--- src/sv/stereo_preamp_highpass_limiter_defines.svh ---
// Assertion macros shared by the stereo preamp / high-pass / limiter RTL.
// Depends on nothing; files that assert include it by bare name.
`ifndef STEREO_PREAMP_HIGHPASS_LIMITER_DEFINES_SVH
`define STEREO_PREAMP_HIGHPASS_LIMITER_DEFINES_SVH

// Same-cycle implication, checked outside reset.
`define SPL_ASSERT_NOW(label, ante, cons, msg) \
  label: assert property (@(posedge clk) disable iff (rst) (ante) |-> (cons)) \
    else $error(msg);

// Next-cycle implication, checked outside reset.
`define SPL_ASSERT_NEXT(label, ante, cons, msg) \
  label: assert property (@(posedge clk) disable iff (rst) (ante) |=> (cons)) \
    else $error(msg);

`endif

--- src/sv/spl_pkg.sv ---
// Shared types and constants for the stereo preamp / high-pass / limiter.
// No dependencies.
`timescale 1ns / 1ps

package spl_pkg;

  localparam int GAIN_FRAC  = 15;
  localparam int ALPHA_FRAC = 16;

  localparam int GAIN_BITS  = 16;
  localparam int ALPHA_BITS = 16;
  localparam int CEIL_BITS  = 23;

  localparam logic [GAIN_BITS-1:0]  GAIN_RESET  = 16'd16423;
  localparam logic [ALPHA_BITS-1:0] ALPHA_RESET = 16'd64522;
  localparam logic [CEIL_BITS-1:0]  CEIL_RESET  = 23'd7476408;

  // Register indexes on the configuration port.
  localparam logic [1:0] REG_GAIN   = 2'd0;
  localparam logic [1:0] REG_ALPHA  = 2'd1;
  localparam logic [1:0] REG_CEIL   = 2'd2;
  localparam logic [1:0] REG_BYPASS = 2'd3;

  typedef enum logic [2:0] {
    ST_IDLE,
    ST_GAIN_L,
    ST_GAIN_R,
    ST_ALPHA_L,
    ST_ALPHA_R,
    ST_DONE,
    ST_BYPASS
  } state_t;

  typedef enum logic [1:0] {
    MUL_GAIN_L,
    MUL_GAIN_R,
    MUL_ALPHA_L,
    MUL_ALPHA_R
  } mul_sel_t;

  typedef struct packed {
    logic     load_in;
    logic     mul_en;
    mul_sel_t mul_sel;
    logic     scale_l;
    logic     scale_r;
    logic     filt_l;
    logic     write_out;
    logic     write_bypass;
  } spl_cmd_t;

endpackage

--- src/sv/spl_ctrl.sv ---
// Sequencing controller: steps one frame through the shared multiplier.
// Depends on spl_pkg and the assertion macro header.
`timescale 1ns / 1ps
`include "stereo_preamp_highpass_limiter_defines.svh"

module spl_ctrl
  import spl_pkg::*;
(
  input  logic     clk,
  input  logic     rst,
  input  logic     in_valid,
  output logic     in_stall,
  output logic     out_valid,
  input  logic     out_stall,
  input  logic     bypass_on,
  output spl_cmd_t cmd
);

  state_t state, state_next;
  logic   out_valid_next;
  logic   slot_free;

  assign slot_free = !out_valid || !out_stall;
  assign in_stall  = (state != ST_IDLE);

  always_ff @(posedge clk) begin
    if (rst) begin
      state     <= ST_IDLE;
      out_valid <= 1'b0;
    end else begin
      state     <= state_next;
      out_valid <= out_valid_next;
    end
  end

  always_comb begin
    state_next     = state;
    cmd            = '0;
    cmd.mul_sel    = MUL_GAIN_L;
    out_valid_next = out_valid && out_stall;
    unique case (state)
      ST_IDLE: begin
        if (in_valid) begin
          cmd.load_in = 1'b1;
          state_next  = bypass_on ? ST_BYPASS : ST_GAIN_L;
        end
      end
      ST_GAIN_L: begin
        cmd.mul_en  = 1'b1;
        cmd.mul_sel = MUL_GAIN_L;
        state_next  = ST_GAIN_R;
      end
      ST_GAIN_R: begin
        cmd.mul_en  = 1'b1;
        cmd.mul_sel = MUL_GAIN_R;
        cmd.scale_l = 1'b1;
        state_next  = ST_ALPHA_L;
      end
      ST_ALPHA_L: begin
        cmd.mul_en  = 1'b1;
        cmd.mul_sel = MUL_ALPHA_L;
        cmd.scale_r = 1'b1;
        state_next  = ST_ALPHA_R;
      end
      ST_ALPHA_R: begin
        cmd.mul_en  = 1'b1;
        cmd.mul_sel = MUL_ALPHA_R;
        cmd.filt_l  = 1'b1;
        state_next  = ST_DONE;
      end
      ST_DONE: begin
        // The right filter product stays in the product register until
        // the output word can be loaded.
        if (slot_free) begin
          cmd.write_out  = 1'b1;
          out_valid_next = 1'b1;
          state_next     = ST_IDLE;
        end
      end
      ST_BYPASS: begin
        if (slot_free) begin
          cmd.write_bypass = 1'b1;
          out_valid_next   = 1'b1;
          state_next       = ST_IDLE;
        end
      end
      default: state_next = ST_IDLE;
    endcase
  end

  `SPL_ASSERT_NEXT(a_proc_start, in_valid && !in_stall && !bypass_on, state == ST_GAIN_L, "processed word did not start with the left gain step")
  `SPL_ASSERT_NEXT(a_done_loads, state == ST_DONE && !out_valid, out_valid && state == ST_IDLE, "finished word was not presented")
  `SPL_ASSERT_NEXT(a_held_word, out_valid && out_stall && state == ST_DONE, state == ST_DONE && out_valid, "pending word overwritten while stalled")
  `SPL_ASSERT_NOW(a_one_load, cmd.write_out || cmd.write_bypass, !(cmd.write_out && cmd.write_bypass) && slot_free, "output load without a free slot")

endmodule

--- src/sv/spl_datapath.sv ---
// Datapath: sample and filter state, one shared multiplier, rounding,
// saturation and the limiter. Depends on spl_pkg; driven by spl_ctrl.
`timescale 1ns / 1ps

module spl_datapath
  import spl_pkg::*;
#(
  parameter int SAMPLE_BITS = 24
) (
  input  logic                          clk,
  input  logic                          rst,
  input  spl_cmd_t                      cmd,
  input  logic        [GAIN_BITS-1:0]   input_gain,
  input  logic        [ALPHA_BITS-1:0]  highpass_alpha,
  input  logic        [CEIL_BITS-1:0]   limit_ceiling,
  input  logic signed [SAMPLE_BITS-1:0] left_sample,
  input  logic signed [SAMPLE_BITS-1:0] right_sample,
  output logic signed [SAMPLE_BITS-1:0] left_out,
  output logic signed [SAMPLE_BITS-1:0] right_out
);

  localparam int FILT = SAMPLE_BITS + 2;
  localparam int AW   = SAMPLE_BITS + 3;
  localparam int PW   = AW + ALPHA_BITS + 1;

  localparam logic signed [PW:0] ONE   = 1;
  localparam logic signed [PW:0] S_MAX = (ONE <<< (SAMPLE_BITS - 1)) - ONE;
  localparam logic signed [PW:0] S_MIN = -S_MAX - ONE;
  localparam logic signed [PW:0] F_MAX = (ONE <<< (FILT - 1)) - ONE;
  localparam logic signed [PW:0] F_MIN = -F_MAX - ONE;
  localparam logic [32:0] CAP_MAX = (33'd1 << (SAMPLE_BITS - 1)) - 33'd1;

  logic signed [SAMPLE_BITS-1:0] x_l, x_r;
  logic signed [SAMPLE_BITS-1:0] last_scaled_l, last_scaled_r;
  logic signed [FILT-1:0]        last_filt_l, last_filt_r;
  logic signed [AW-1:0]          sum_l, sum_r;
  logic signed [SAMPLE_BITS-1:0] clip_l;
  logic signed [PW-1:0]          prod;

  logic signed [AW-1:0]          mul_a;
  logic signed [ALPHA_BITS:0]    mul_b;
  logic signed [PW:0]            rnd_g, sh_g, rnd_a, sh_a;
  logic signed [SAMPLE_BITS-1:0] scaled_w;
  logic signed [FILT-1:0]        filt_w;
  logic        [32:0]            cap;
  logic signed [FILT-1:0]        ceil_f;
  logic signed [FILT-1:0]        clip_w;

  always_comb begin
    unique case (cmd.mul_sel)
      MUL_GAIN_L:  mul_a = AW'(x_l);
      MUL_GAIN_R:  mul_a = AW'(x_r);
      MUL_ALPHA_L: mul_a = sum_l;
      MUL_ALPHA_R: mul_a = sum_r;
      default:     mul_a = sum_r;
    endcase
    if (cmd.mul_sel == MUL_GAIN_L || cmd.mul_sel == MUL_GAIN_R) begin
      mul_b = {1'b0, input_gain};
    end else begin
      mul_b = {1'b0, highpass_alpha};
    end
  end

  // Round half up, then saturate: gain result to the sample range,
  // filter result to the wider state range.
  always_comb begin
    rnd_g = {prod[PW-1], prod} + (ONE <<< (GAIN_FRAC - 1));
    sh_g  = rnd_g >>> GAIN_FRAC;
    if (sh_g > S_MAX) begin
      scaled_w = S_MAX[SAMPLE_BITS-1:0];
    end else if (sh_g < S_MIN) begin
      scaled_w = S_MIN[SAMPLE_BITS-1:0];
    end else begin
      scaled_w = sh_g[SAMPLE_BITS-1:0];
    end

    rnd_a = {prod[PW-1], prod} + (ONE <<< (ALPHA_FRAC - 1));
    sh_a  = rnd_a >>> ALPHA_FRAC;
    if (sh_a > F_MAX) begin
      filt_w = F_MAX[FILT-1:0];
    end else if (sh_a < F_MIN) begin
      filt_w = F_MIN[FILT-1:0];
    end else begin
      filt_w = sh_a[FILT-1:0];
    end
  end

  // The ceiling never exceeds the largest positive sample.
  always_comb begin
    cap    = (33'(limit_ceiling) > CAP_MAX) ? CAP_MAX : 33'(limit_ceiling);
    ceil_f = {3'b000, cap[SAMPLE_BITS-2:0]};
    if (filt_w > ceil_f) begin
      clip_w = ceil_f;
    end else if (filt_w < -ceil_f) begin
      clip_w = -ceil_f;
    end else begin
      clip_w = filt_w;
    end
  end

  always_ff @(posedge clk) begin
    if (rst) begin
      last_scaled_l <= '0;
      last_scaled_r <= '0;
      last_filt_l   <= '0;
      last_filt_r   <= '0;
    end else begin
      if (cmd.scale_l) begin
        last_scaled_l <= scaled_w;
      end
      if (cmd.scale_r) begin
        last_scaled_r <= scaled_w;
      end
      if (cmd.filt_l) begin
        last_filt_l <= filt_w;
      end
      if (cmd.write_out) begin
        last_filt_r <= filt_w;
      end
    end
  end

  always_ff @(posedge clk) begin
    if (cmd.load_in) begin
      x_l <= left_sample;
      x_r <= right_sample;
    end
    if (cmd.mul_en) begin
      prod <= mul_a * mul_b;
    end
    if (cmd.scale_l) begin
      sum_l <= AW'(last_filt_l) + AW'(scaled_w) - AW'(last_scaled_l);
    end
    if (cmd.scale_r) begin
      sum_r <= AW'(last_filt_r) + AW'(scaled_w) - AW'(last_scaled_r);
    end
    if (cmd.filt_l) begin
      clip_l <= clip_w[SAMPLE_BITS-1:0];
    end
    if (cmd.write_out) begin
      left_out  <= clip_l;
      right_out <= clip_w[SAMPLE_BITS-1:0];
    end else if (cmd.write_bypass) begin
      left_out  <= x_l;
      right_out <= x_r;
    end
  end

endmodule

--- src/sv/stereo_preamp_highpass_limiter.sv ---
// Stereo preamp, first-order high-pass and hard limiter. An input word is
// taken only while the block is idle; a processed frame then takes four
// multiply steps on the single shared multiplier plus one output load, and
// no new frame is accepted before that load. Bypassed frames skip the
// multiply steps. The finished word sits in an output register while the
// next frame is accepted; a stall holds only the final load.
// Configuration registers sit on the APB port at byte addresses 0, 4, 8, 12:
// preamp gain (Q1.15), high-pass alpha (Q0.16), limiter ceiling, bypass.
`timescale 1ns / 1ps

module stereo_preamp_highpass_limiter
  import spl_pkg::*;
#(
  parameter int SAMPLE_BITS = 24
) (
  input  logic                          clk,
  input  logic                          rst,
  input  logic                          psel,
  input  logic                          penable,
  input  logic                          pwrite,
  input  logic [3:0]                    paddr,
  input  logic [31:0]                   pwdata,
  output logic [31:0]                   prdata,
  output logic                          pready,
  input  logic                          in_valid,
  output logic                          in_stall,
  input  logic signed [SAMPLE_BITS-1:0] left_sample,
  input  logic signed [SAMPLE_BITS-1:0] right_sample,
  output logic                          out_valid,
  input  logic                          out_stall,
  output logic signed [SAMPLE_BITS-1:0] left_out,
  output logic signed [SAMPLE_BITS-1:0] right_out
);

  logic [GAIN_BITS-1:0]  input_gain;
  logic [ALPHA_BITS-1:0] highpass_alpha;
  logic [CEIL_BITS-1:0]  limit_ceiling;
  logic                  bypass_on;
  logic [1:0]            reg_index;
  logic                  cfg_write;
  spl_cmd_t              cmd;

  assign pready    = 1'b1;
  assign reg_index = paddr[3:2];
  assign cfg_write = psel && penable && pwrite && pready;

  always_ff @(posedge clk) begin
    if (rst) begin
      input_gain     <= GAIN_RESET;
      highpass_alpha <= ALPHA_RESET;
      limit_ceiling  <= CEIL_RESET;
      bypass_on      <= 1'b0;
    end else if (cfg_write) begin
      unique case (reg_index)
        REG_GAIN:   input_gain     <= pwdata[GAIN_BITS-1:0];
        REG_ALPHA:  highpass_alpha <= pwdata[ALPHA_BITS-1:0];
        REG_CEIL:   limit_ceiling  <= pwdata[CEIL_BITS-1:0];
        REG_BYPASS: bypass_on      <= pwdata[0];
        default:    ;
      endcase
    end
  end

  always_comb begin
    unique case (reg_index)
      REG_GAIN:   prdata = 32'(input_gain);
      REG_ALPHA:  prdata = 32'(highpass_alpha);
      REG_CEIL:   prdata = 32'(limit_ceiling);
      REG_BYPASS: prdata = 32'(bypass_on);
      default:    prdata = '0;
    endcase
  end

  spl_ctrl u_ctrl (
    .clk       (clk),
    .rst       (rst),
    .in_valid  (in_valid),
    .in_stall  (in_stall),
    .out_valid (out_valid),
    .out_stall (out_stall),
    .bypass_on (bypass_on),
    .cmd       (cmd)
  );

  spl_datapath #(
    .SAMPLE_BITS (SAMPLE_BITS)
  ) u_datapath (
    .clk            (clk),
    .rst            (rst),
    .cmd            (cmd),
    .input_gain     (input_gain),
    .highpass_alpha (highpass_alpha),
    .limit_ceiling  (limit_ceiling),
    .left_sample    (left_sample),
    .right_sample   (right_sample),
    .left_out       (left_out),
    .right_out      (right_out)
  );

endmodule
--- config.mk ---
export PLATFORM = sky130hd
export DESIGN_NAME = stereo_preamp_highpass_limiter
export DESIGN_NICKNAME = d
export VERILOG_FILES = /design/src/sv/spl_pkg.sv /design/src/sv/spl_ctrl.sv /design/src/sv/spl_datapath.sv /design/src/sv/stereo_preamp_highpass_limiter.sv
export VERILOG_INCLUDE_DIRS = /design/src /design/src/sv
export SDC_FILE = /design/constraint.sdc
export NUM_CORES = 2
export LEC_CHECK = 0
export BUFFER_PORTS_ARGS = -buffer_cell sky130_fd_sc_hd__buf_2
export CAP_MARGIN = 20
export CORE_MARGIN = 3
export CORE_UTILIZATION = 55
export CTS_BUF_LIST = sky130_fd_sc_hd__clkbuf_8
export DETAILED_ROUTE_END_ITERATION = 10
export MAX_ROUTING_LAYER = met4
export PLACE_DENSITY = 0.75
export SLEW_MARGIN = 20
export SYNTH_ARGS = -nofsm -noshare
export SYNTH_HDL_FRONTEND = slang
export SYNTH_HIERARCHICAL = 1
export SYNTH_SLANG_ARGS = --single-unit
--- constraint.sdc ---
create_clock -name clk -period 8.1 [get_ports clk]
set_input_delay 0.405 -clock clk [delete_from_list [all_inputs] [get_ports clk]]
set_output_delay 0.405 -clock clk [all_outputs]
set_load 0.01 [all_outputs]
* After elaboration in Yosys (flattened, before gate mapping) *
Index checks and enable logic that the tools add are counted.
Widths: inputs -> output; s select.

storage, ports and cells
  flip-flop bits (word level) = 378
  bits in latches = 0
  memory bits (writable) = 0
  bits in read-only memories = 0
  input bits = 91
  output and inout port bits = 83
  memories = 0

operators by class
  add/subtract/negate cells = 7
  $mul = 1
  divide/modulo/power cells = 0
  $lt $le $gt $ge = 6
  equality and inequality tests = 14
  shift operators = 0
  multiplexer cells = 28
  bitwise logic cells = 0
  reductions and logical operators = 18

operators with widths
  cell                    number
  $mux 24                 8
  $pmux 32 s4             1
  $pmux 27 s4             1
  $add 26x24->27          2
  $sub 27x24->27          2
  $mux 26                 2
  $add 44x16->45 const B  1
  $add 44x17->45 const B  1
  $mul 27x17->44          1
  $gt 30x24->1 const B    1
  $lt 30x24->1 const B    1
  $gt 29x26->1 const B    1
  $lt 29x26->1 const B    1
  $gt 26x24->1            1
  $lt 26x26->1            1
  $neg 23->26             1
  $pmux 3 s6              1
  $mux 16                 1
  $pmux 3 s4              1
  $mux 1                  10
  $reduce_and 2->1        5
  $eq 3x3->1 const B      3
  $mux 3                  3
  $eq 2x2->1 const B      4
  other kinds (13)        20

* Depth between registers and ports, before layout *
  depth after elaboration = 8
  gate-level depth with buffers = 33
  gate-level depth less buffers = 28

* Hierarchy *
Netlist, hierarchy kept.

by module, submodules not included
  module                          times used  cells an instance  area each (um2)  seq. area each (um2)
  spl_datapath                    1           3508               33535.9          8127.8
  stereo_preamp_highpass_limiter  1           299                2805.2           1121.1
  spl_ctrl                        1           39                 285.3            80.1

* Worst setup path after synthesis *
OpenSTA, ideal clock, no wires.

  path type = reg-to-reg
  from = reg u_ctrl.state[0]
  to = reg u_datapath.prod[42], data pin
  setup time = 0.258 ns
  arrival = 8.138 ns
  path slack = -0.296 ns
  cell stages (with the launch flop) = 29
  period minus slack after synthesis = 8.396 ns
  cell sequence = dfxtp_1 buf_4 inv_1 or2_1 o21ai_0 clkbuf_1 buf_1 clkbuf_1 buf_1 mux2i_1 nor2_1 fa_1 fa_1 fa_1 fa_1 fa_1 inv_1 fa_1 inv_1 ha_1 a21oi_1 o211a_1 a22oi_1 a32o_1 o21ai_0 a21boi_0 a311o_1 a21oi_1 xnor2_1

RTL lines
  element                 RTL line             text
  start, declared         spl_ctrl.sv:19       state_t state, state_next;
  start signal, assigned  spl_ctrl.sv:31       state <= state_next;
  end signal, assigned    spl_datapath.sv:129  prod <= mul_a * mul_b;
  end, declared           spl_datapath.sv:38   logic signed [PW-1:0] prod;

==> results.cfg <==
[timing]
hold_slack_ns = 0.06311
fmax_mhz = 128.3
setup_violations = 0
period_minus_slack_ns = 7.796
slew_viol_final = 0
finalHoldViolCount = 0
finClkSkew_ns = 0.05618
worst_pin_slew_ns = 1.078
fin_crit_sh_pct = 96.25
max-slew-margin-rel_pct = 28.14

[finish]
drive_gt1_share_pct = 13.27
utilization_pct = 63.48
finalNetCount = 4911
num-fill-cells = 5370
syn_to_final_growth_pct = 12.94
diodes = 0
finalNonFillerCells = 5045
design_area_um2 = 41370

[setup_path]
path_class = reg -> reg
cp_max_fo = 8
crit_slowest_cell = fa_1
worstPathArrival_ns = 8.22
worst_ep_required_time_ns = 8.53
max_stage_delay_ns = 0.56
cp-start-kind = flip-flop
endpoint_kind = flip-flop
timing.critical_path.mode_cell = fa_1

[logic_synthesis]
ys_seq_area_share_pct = 25.47
synth_edf_count = 204
ys_seq_elements = 364
synth_flop_cell = edfxtp_1
synth_top_cell_by_area = fa_1
synth.distinct_cells = 88
synth_fa_ha_area_share_pct = 32.81
synth_top_cells_by_area = fa_1, edfxtp_1, dfxtp_1
syn_inst = 3846
synth_compound_area_share_pct = 9.606
syn_area_um2 = 36630
synthArstFlopShare_pct = 0
synth_xor_area_share_pct = 3.683
yosys.area.top_type_share_pct = 25.63
syn-mean-instance-area_um2 = 9.523
synth_top_family_by_area = adder cells
ys_warn_count = 6
yosys.area_share.simple_pct = 13.10
yosys-mux-area-fraction_pct = 6.098

[cts]
cts_tree = done
clock_latency_ns = 0.71
clock_path_buffers = 3
cts_sinks = 364
clk_pin_slew_ns = 0.06
htree_num_levels = 2
root_buffer = clkbuf_8
numCtsBuffers = 58

[drt]
first_iter_violations = 2467
dr.pass1.iters = 6
post_drt_wl_per_cell_um = 20.74
detail-route-antenna-nets = 0
via_per_inst = 5.659
drc = 0
vias = 28550
wl_um = 104700

[grt]
grt_antenna_before_repair = 3
track_usage_pct = 30.95
grt_start_max_net_pins = 103
gr-usage-met3_pct = 4.303
grt.busiest_layer = met2
grt_pass1_vias = 29130
met1_usage_pct = 40.13
met2_usage_pct = 49.50
grt_first_pass_wirelength_um = 163600
overflow = 0

[placed_design]
gp_congestion = 0.9681
portBuffers = 152
placed_cells = 4857
dp_hpwl_um = 81250
placed_area_um2 = 39280

[floorplanning]
io_pins = 174
die_h_um = 264.1
core_area_um2 = 65160
initial_core_util_pct = 56.21
die_w_um = 264.1
dieArea_um2 = 69730
num_rows = 93

[outcome]
status = finished clean

[job]
maxCapViolCount = 0

[hold_path]
worstHoldPathType = in -> reg
critical path: cells and delay by family, from the launching register on:
kind | cells | cell delay [ns]
adders and majority gates | 7 | 3.34
xor gates and xnor gates | 1 | 0.09
and+or+nand+nor | 5 | 0.73
DFF | 1 | 0.32
muxes | 1 | 0.32
buffers and inverters | 10 | 1.22
AOI/OAI and AO/OA | 7 | 1.52
cell type report:
class | instances | area [um^2] | share of cell area (%)
clock buffer | 71 | 977.2 | 2.362
sequential | 364 | 9329 | 22.55
inverter | 696 | 2613 | 6.316
timing repair buffer | 398 | 3034 | 7.335
multi-input combinational | 2623 | 24150 | 58.37
tap | 855 | 1070 | 2.586
clock inverter | 38 | 196.4 | 0.4749
metrics by stage:
step	TNS (ns)	setup slack [ns]
detailed placement	-0.02739	-0.01445
global route	-0.01262	-0.01262
finish	0	0.3038
CTS	0	0.03196
floorplan	0	0.03135
global placement	0	0.07378
cell families after synthesis:
logic type / Yosys count
compound gates: 531
xor+xnor: 154
fa+ha+maj: 679
buf+inv: 867
flops: 364
mux: 199
other cells: 2
simple gates: 1050
worst paths after layout:
path                              startpoint                          to  slack (ns)  cells after the start
setup / recovery             u_ctrl/state[2]         u_datapath/prod[42]        0.30                     31
hold / removal                     out_stall             u_ctrl/state[2]        0.06                      3
setup reg to reg             u_ctrl/state[2]         u_datapath/prod[42]        0.30                     31
hold reg to reg   u_datapath/last_filt_l[14]  u_datapath/last_filt_l[14]        0.48                      2
placed cells by master (no fill, tap or decap), types with 25 or more instances in the layout:
master	instances
buf_4	158
fa_1	468
a211oi_1	98
a21o_1	54
nor2_1	368
ha_1	210
xor2_1	41
nand2_1	344
nand4_1	25
dlygate4sd3_1	68
xnor2_1	112
o21a_1	41
nor3_1	32
a21oi_1	125
edfxtp_1	204
inv_1	716
nand3_1	35
mux2_2	64
dfxtp_1	160
o21ai_0	72
nand2b_1	73
mux2i_1	107
clkbuf_8	71
nor2b_1	73
buf_2	151
Yosys cell counts (23+ instances only):
master / number
clkbuf_1: 120
xor2_1: 41
nand2_1: 345
edfxtp_1: 204
mux2_2: 68
nor2_1: 371
a21o_1: 54
xnor2_1: 113
fa_1: 469
ha_1: 210
and2_1: 23
inv_1: 691
a21oi_1: 129
nor3_1: 32
nand3_1: 35
dfxtp_1: 160
nand2b_1: 73
nand4_1: 25
nor2b_1: 73
a211oi_1: 98
o21a_1: 42
mux2i_1: 117
o21ai_0: 77
metal layers:
metal	share of wire, %	routed length, um
met5	0	0
met4	4.5	4750
met3	7.7	8009
met2	48	49870
met1	40	42030
flip-flops by register name, indices dropped and copies added, names as in the netlist:
name / flops
limit_ceiling: 23
u_datapath/last_filt_r: 26
u_datapath/last_filt_l: 26
bypass_on: 1
highpass_alpha: 16
u_datapath/prod: 30
u_datapath/x_r: 24
u_datapath/last_scaled_r: 24
u_datapath/sum_l: 27
u_datapath/sum_r: 27
u_ctrl/out_valid: 1
u_datapath/right_out: 24
u_datapath/clip_l: 24
input_gain: 16
u_datapath/x_l: 24
u_ctrl/state: 3
u_datapath/last_scaled_l: 24
u_datapath/left_out: 24
what timing repair did:
item / in CTS / in global routing
setup buffers: 0 / 8
hold endpoints to repair: 83 / 0
setup endpoints to repair: 3 / 12
gates resized for setup: 1 / 26
hold buffers: 68 / 0
pin swaps: 0 / 2
cloned: 0 / 2
Power is left out: the tool's default activity adds up to more than one toggle a clock period on the data nets, which glitch-free logic cannot reach.
